File: src/ubdc_pkg.sv
// shared types and constants for the uart baud divisor calculator
package ubdc_pkg;

	localparam int BAUD_W = 24;
	localparam int CLK_W = 27;
	localparam int DIV_W = 16;
	localparam int STAT_W = 2;
	localparam int CFG_IDX_W = 2;

	localparam int NUM_W = 32;
	localparam int DEN_W = 26;
	localparam int MANT_W = 26;
	localparam int REM_W = 7;
	localparam int FRAC_W = 4;
	localparam int VSUM_W = 11;

	localparam int MANTISSA_BITS = 12;
	localparam logic [MANT_W:0] MANT_FIT = (MANT_W + 1)'((64'd1 << (DIV_W - FRAC_W)) - 64'd1);

	localparam logic [NUM_W-1:0] CLK_SCALE = 32'd25;
	localparam logic [NUM_W-1:0] PCT = 32'd100;
	localparam logic [VSUM_W-1:0] HALF_PCT = 11'd50;
	localparam logic [NUM_W-1:0] PCT_RECIP = 32'h51EB851F;
	localparam int PCT_RECIP_SHIFT = 37;
	localparam logic [23:0] FRAC_RECIP = 24'd5243;
	localparam int FRAC_RECIP_SHIFT = 19;
	localparam logic [FRAC_W:0] STEPS_8X = 5'd8;
	localparam logic [FRAC_W:0] STEPS_16X = 5'd16;

	localparam logic [CLK_W-1:0] CLK_RESET = 27'd16000000;

	localparam logic [CFG_IDX_W-1:0] REG_SLOW_CLK = 2'd0;
	localparam logic [CFG_IDX_W-1:0] REG_FAST_CLK = 2'd1;
	localparam logic [CFG_IDX_W-1:0] REG_OVER8 = 2'd2;

	localparam logic [STAT_W-1:0] STATUS_OK = 2'd0;
	localparam logic [STAT_W-1:0] STATUS_ZERO_BAUD = 2'd1;
	localparam logic [STAT_W-1:0] STATUS_SATURATED = 2'd2;

	localparam logic [DIV_W-1:0] DIVISOR_SAT = 16'hFFFF;

	typedef struct packed {
		logic [BAUD_W-1:0] baud;
		logic on_fast_bus;
	} in_t;

	typedef struct packed {
		logic [DIV_W-1:0] divisor;
		logic [STAT_W-1:0] status;
	} out_t;

	typedef struct packed {
		logic zero_baud;
		logic over8;
	} side_t;

endpackage

File: src/ubdc_post.sv
// mantissa split, fraction rounding, carry and saturation stages
module ubdc_post #(
	parameter int MANTISSA_BITS = ubdc_pkg::MANTISSA_BITS
) (
	input  logic clk,
	input  logic arst_n,
	input  logic adv,
	input  logic in_valid,
	input  logic [ubdc_pkg::NUM_W-1:0] quot,
	input  ubdc_pkg::side_t in_side,
	output logic out_valid,
	output ubdc_pkg::out_t out_data
);
	import ubdc_pkg::*;

	localparam logic [MANT_W:0] MANT_LIMIT = (MANT_W + 1)'((64'd1 << MANTISSA_BITS) - 64'd1);

	logic [2*NUM_W-1:0] recip_prod;
	logic [NUM_W-1:0] mant_x100;
	logic [VSUM_W-1:0] vsum;
	logic [23:0] frac_prod;
	logic [FRAC_W:0] steps;
	logic carry;
	logic [MANT_W:0] mant_adj;
	logic ovf;
	out_t res;

	logic vld_s1, vld_s2, vld_s3, vld_s4;
	logic [MANT_W-1:0] mant_s1, mant_s2, mant_s3;
	logic [NUM_W-1:0] scaled_s1;
	logic [REM_W-1:0] rem_s2;
	logic [FRAC_W:0] frac_s3;
	side_t side_s1, side_s2, side_s3, side_s4;
	out_t data_s4;

	assign recip_prod = 64'(quot) * 64'(PCT_RECIP);
	assign mant_x100 = 32'(mant_s1) * PCT;
	assign vsum = (side_s2.over8 ? (VSUM_W'(rem_s2) << 3) : (VSUM_W'(rem_s2) << 4)) + HALF_PCT;
	assign frac_prod = 24'(vsum) * FRAC_RECIP;

	assign steps = side_s3.over8 ? STEPS_8X : STEPS_16X;
	assign carry = frac_s3 >= steps;
	assign mant_adj = (MANT_W + 1)'(mant_s3) + (MANT_W + 1)'(carry);
	assign ovf = (mant_adj > MANT_LIMIT) || (mant_adj > MANT_FIT);

	always_comb begin
		if (side_s3.zero_baud) begin
			res.divisor = '0;
			res.status = STATUS_ZERO_BAUD;
		end else if (ovf) begin
			res.divisor = DIVISOR_SAT;
			res.status = STATUS_SATURATED;
		end else begin
			res.divisor = {mant_adj[DIV_W-FRAC_W-1:0], carry ? {FRAC_W{1'b0}} : frac_s3[FRAC_W-1:0]};
			res.status = STATUS_OK;
		end
	end

	always_ff @(posedge clk or negedge arst_n) begin
		if (!arst_n) begin
			vld_s1 <= 1'b0;
			vld_s2 <= 1'b0;
			vld_s3 <= 1'b0;
			vld_s4 <= 1'b0;
		end else if (adv) begin
			vld_s1 <= in_valid;
			vld_s2 <= vld_s1;
			vld_s3 <= vld_s2;
			vld_s4 <= vld_s3;
		end
	end

	always_ff @(posedge clk) begin
		if (adv) begin
			mant_s1 <= recip_prod[PCT_RECIP_SHIFT +: MANT_W];
			scaled_s1 <= quot;
			side_s1 <= in_side;
			mant_s2 <= mant_s1;
			rem_s2 <= REM_W'(scaled_s1 - mant_x100);
			side_s2 <= side_s1;
			mant_s3 <= mant_s2;
			frac_s3 <= frac_prod[FRAC_RECIP_SHIFT +: FRAC_W + 1];
			side_s3 <= side_s2;
			data_s4 <= res;
			side_s4 <= side_s3;
		end
	end

	assign out_valid = vld_s4;
	assign out_data = data_s4;

	a_zero_word: assert property (@(posedge clk) disable iff (!arst_n)
		vld_s4 && side_s4.zero_baud |-> data_s4.divisor == '0 && data_s4.status == STATUS_ZERO_BAUD)
		else $error("zero baud word not cleared");
	a_sat_word: assert property (@(posedge clk) disable iff (!arst_n)
		vld_s4 && data_s4.status == STATUS_SATURATED |-> data_s4.divisor == DIVISOR_SAT)
		else $error("saturated word without full divisor");
	a_over8_frac: assert property (@(posedge clk) disable iff (!arst_n)
		vld_s4 && side_s4.over8 && data_s4.status == STATUS_OK |-> !data_s4.divisor[FRAC_W-1])
		else $error("8x fraction wider than three bits");
endmodule

File: config.mk
export PLATFORM = sky130hd
export DESIGN_NAME = ubdc_post
export DESIGN_NICKNAME = d
export VERILOG_FILES = /design/src/ubdc_pkg.sv /design/src/ubdc_post.sv
export SDC_FILE = /design/constraint.sdc
export NUM_CORES = 1
export LEC_CHECK = 0
export ABC_AREA = 0
export BUFFER_PORTS_ARGS = -buffer_cell sky130_fd_sc_hd__buf_2
export CORE_UTILIZATION = 55
export CTS_CLUSTER_SIZE = 20
export DETAILED_ROUTE_END_ITERATION = 7
export HOLD_SLACK_MARGIN = 0.03
export PLACE_DENSITY = 0.73
export SETUP_SLACK_MARGIN = 0.2
export SYNTH_ARGS = -nofsm -noshare
export SYNTH_HDL_FRONTEND = slang
export SYNTH_SLANG_ARGS = --single-unit
File: constraint.sdc
create_clock -name clk -period 7.11 [get_ports clk]
set_input_delay 0.3555 -clock clk [delete_from_list [all_inputs] [get_ports clk]]
set_output_delay 0.3555 -clock clk [all_outputs]
set_load 0.01 [all_outputs]
==> flow_summary_export.csv <==
group,metric,value,unit
worst_setup_path,worstSetupEndpointType,"flop",
drt,vias,15635,
worst_setup_path,crit_slowest_cell,"fa_1",
clocking,cts_num_sinks,125,
worst_setup_path,start_kind,"input port",
clocking,path_clk_slew,0.06,ns
worst_setup_path,cpMostUsedCell,"fa_1",
worst_hold_path,hold_class,"in -> reg",
synthesis,syn_inst,2190,
finish,nets,3299,
clocking,cts_tree,"done",
synthesis,yosysWarnings,0,
placed_design,place_congestion,1.001,
sta,finalSetupViolCount,0,
finish,final_cells,2925,
finish,nFillCells,3344,
placed_design,placedCellCount,2889,
worst_setup_path,crit_arrival,6.94,ns
global_routing,grt_antenna_before_repair,0,
synthesis,syn_avg_cell_area,10.74,sq um
finish,utilization,62.12,%
synthesis,syn_area,23530,sq um
floorplan,floorplan.initialDensity,55.97,%
flow_run,drv_cap,0,
global_routing,grtUsageMet3,4.118,%
sta,hold_viol_final,0,
sta,finalCritPeriodShare,95.32,%
synthesis,ys_ff_latch,125,
floorplan,die_w,208.8,microns
finish,final_cell_mix,"inv_1, ha_1, fa_1, edfxtp_1, buf_4",
worst_setup_path,crit_buf_inv,7,
finish,drive_gt1_share,10.23,%
synthesis,synth_edf_count,121,
clocking,cts_buffers,17,
sta,slew_headroom,43.44,%
worst_setup_path,max_stage_delay,0.65,ns
synthesis,ys_seq_area_share,15.87,%
placed_design,hpwl,50280,microns
drt,final_antenna_net_count,0,
floorplan,dieArea,43610,sq um
finish,seq_area,3734,sq um
global_routing,gr-usage-met1,35.59,%
drt,drt_iter0_markers,971,
worst_setup_path,cpLargestDelayFamily,"adder cells",
synthesis,synthTopCellsByArea,"fa_1, ha_1, edfxtp_1",
worst_setup_path,crit_fanout,7,
clocking,clock_latency,0.41,ns
floorplan,die_y,208.8,microns
drt,drc,0,
clocking,root_buffer,"clkbuf_16",
worst_setup_path,worstPathRequired,7.28,ns
sta,worst_pin_slew,0.8485,ns
finish,antenna_cells,0,
global_routing,grt_pass1_wl,91420,microns
sta,rsz0062_at_grt,"false",
sta,period_needed,6.777,ns
synthesis,synth_ff_type,"edfxtp_1",
finish,multi_input_area,17170,sq um
sta,max_freq,147.5,MHz
drt,first_pass_iters,7,
clocking,h-tree-depth,4,
sta,drv_slew,0,
drt,vias_per_cell,5.345,
sta,skew,0.006369,ns
synthesis,synthDistinctLibCells,67,
synthesis,yosys.area.top_type,"fa_1",
global_routing,grt_util_all_layers,27.48,%
drt,drt-total-wl,56780,microns
synthesis,synth_top_area_share,35.48,%
floorplan,std_cell_rows,75,
synthesis,async_flop_share,3.200,%
clocking,clock_path_buffers,2,
floorplan,io-pin-count,57,
synthesis,synth_nets,3116,
global_routing,grt_util_met2,46.84,%
outcome,status,"finished, final reports clean",
finish,mostFrequentLayoutCell,"inv_1",
global_routing,busiest_layer,"met2",
worst_setup_path,crit_type,"in -> reg",
worst_setup_path,r2r_cells,20,
worst_setup_path,crit_cells,23,
drt,wl_per_cell,19.41,microns
global_routing,grt_max_degree,72,
finish,syn2layout_area_growth,10.99,%
global_routing,grt_pass1_vias,17452,
floorplan,coreArea,42040,sq um
worst_setup_path,worstPathCellList,"buf_2 > buf_12 > fa_1 > inv_1 > fa_1 > fa_1 > inv_1 > fa_1 > inv_1 > fa_1 > fa_1 > inv_1 > fa_1 > ha_1 > a2111oi_1 > o21a_1 > o32a_1 > o211ai_1 > a311o_1 > and2_4 > a211o_1 > buf_4 > xor2_1",
worst_hold_path,whs_path_depth,1,
placed_design,io_buffers,56,
global_routing,grt-ovfl-total,0,
worst paths after layout:
| path | start | end | slack [ns] |
|---|---|---|---|
| worst min-delay path | in_side[1] | side_s1[1] | 0.12 |
| max in group asynchronous | arst_n | vld_s1 | 6.71 |
| worst max register to register | side_s2[0] | frac_s3[4] | 0.52 |
| worst max-delay path | quot[15] | mant_s1[23] | 0.33 |
| min in group asynchronous | arst_n | out_valid | 0.28 |
| worst min register to register | mant_s2[5] | mant_s3[5] | 0.41 |
cells by family (layout without fill, tap and decap cells):
kind of cell,after synthesis,in the layout,share of synthesized area (%)
and+or+nand+nor,169,169,3.685
xor gates and xnor gates,57,57,2.122
adders and majority gates,888,888,60.52
DFF,125,125,15.87
buffers and inverters,732,928,11.71
muxes,8,8,0.3616
AOI/OAI and AO/OA,211,211,5.727
sequential cells by signal (all words and copies together), names as in the netlist:
signal     count
frac_s3        5
mant_s1       26
mant_s2       26
mant_s3       26
out_data      18
out_valid      1
rem_s2         7
scaled_s1      7
side_s1        2
side_s2        2
side_s3        2
vld_s1         1
vld_s2         1
vld_s3         1
Yosys cell counts (all sizes together) (3+ instances only):
master	n
xnor2	32
dfrtp	4
a211o	3
nand2	49
o21bai	9
or3	6
o211ai	7
and2	6
mux2i	4
buf	3
o32a	3
nand4	16
ha	471
inv	726
o221ai	3
fa	417
nor2b	5
mux2	4
nor2	32
edfxtp	121
a31oi	10
nor3	8
a31o	3
o21ai	29
clkbuf	3
xor2	25
nand3	22
a211oi	3
or2	5
a311o	3
o21a	7
a21oi	82
a21o	28
and3	10
metal layers:
layer	wire, microns	share of wire (%)
met1	23690	42
met2	27730	49
met3	3241	5.7
met4	2119	3.7
met5	0	0
stage by stage:
stage | instance area, sq um | setup slack (ns) | TNS (ns) | hold slack (ns)
detailed placement | 25340 | -0.1186 | -0.4562 | 0.1627
global route | 26120 | 0.1990 | 0 | 0.1089
floorplan | 23530 | 0.4552 | 0 | 0.05991
CTS | 25960 | 0.2978 | 0 | 0.1052
global placement | 25340 | -0.04078 | -0.07006 | 0.1576
finish | 26120 | 0.3326 | 0 | 0.1213
worst reg2reg max path: stages, from the launching register on:
cell and delay [ns]:
edfxtp_1 0.50, buf_4 0.23, o21ai_0 0.17, o211ai_1 0.14
or3_1 0.35, and3_1 0.31, ha_1 0.39, inv_1 0.08
fa_1 0.52, fa_1 0.56, inv_1 0.06, fa_1 0.48
ha_1 0.30, ha_1 0.30, nand3_1 0.08, a21oi_1 0.04
o41ai_1 0.56, a31o_2 0.31, nor2_1 0.06, a2111oi_0 0.64
xor2_1 0.19
final cells by class:
type                    instances  area share, %
flip-flops and latches        125          14.30
repair buffers                170          4.657
multi-input cells            1333          65.73
inverters                     726          10.43
well taps                     539          2.582
clock buffers                  18          1.643
clock inverters                14         0.6611
timing repair:
action	CTS	global route
hold endpoints to repair	4	0
hold buffers	1	0
gates resized for setup	0	29
endpoints found under the setup margin	0	13
setup buffers	0	3
Power is not shown: default switching activity piles up to over one toggle a cycle in this logic, so the estimate is an artifact.
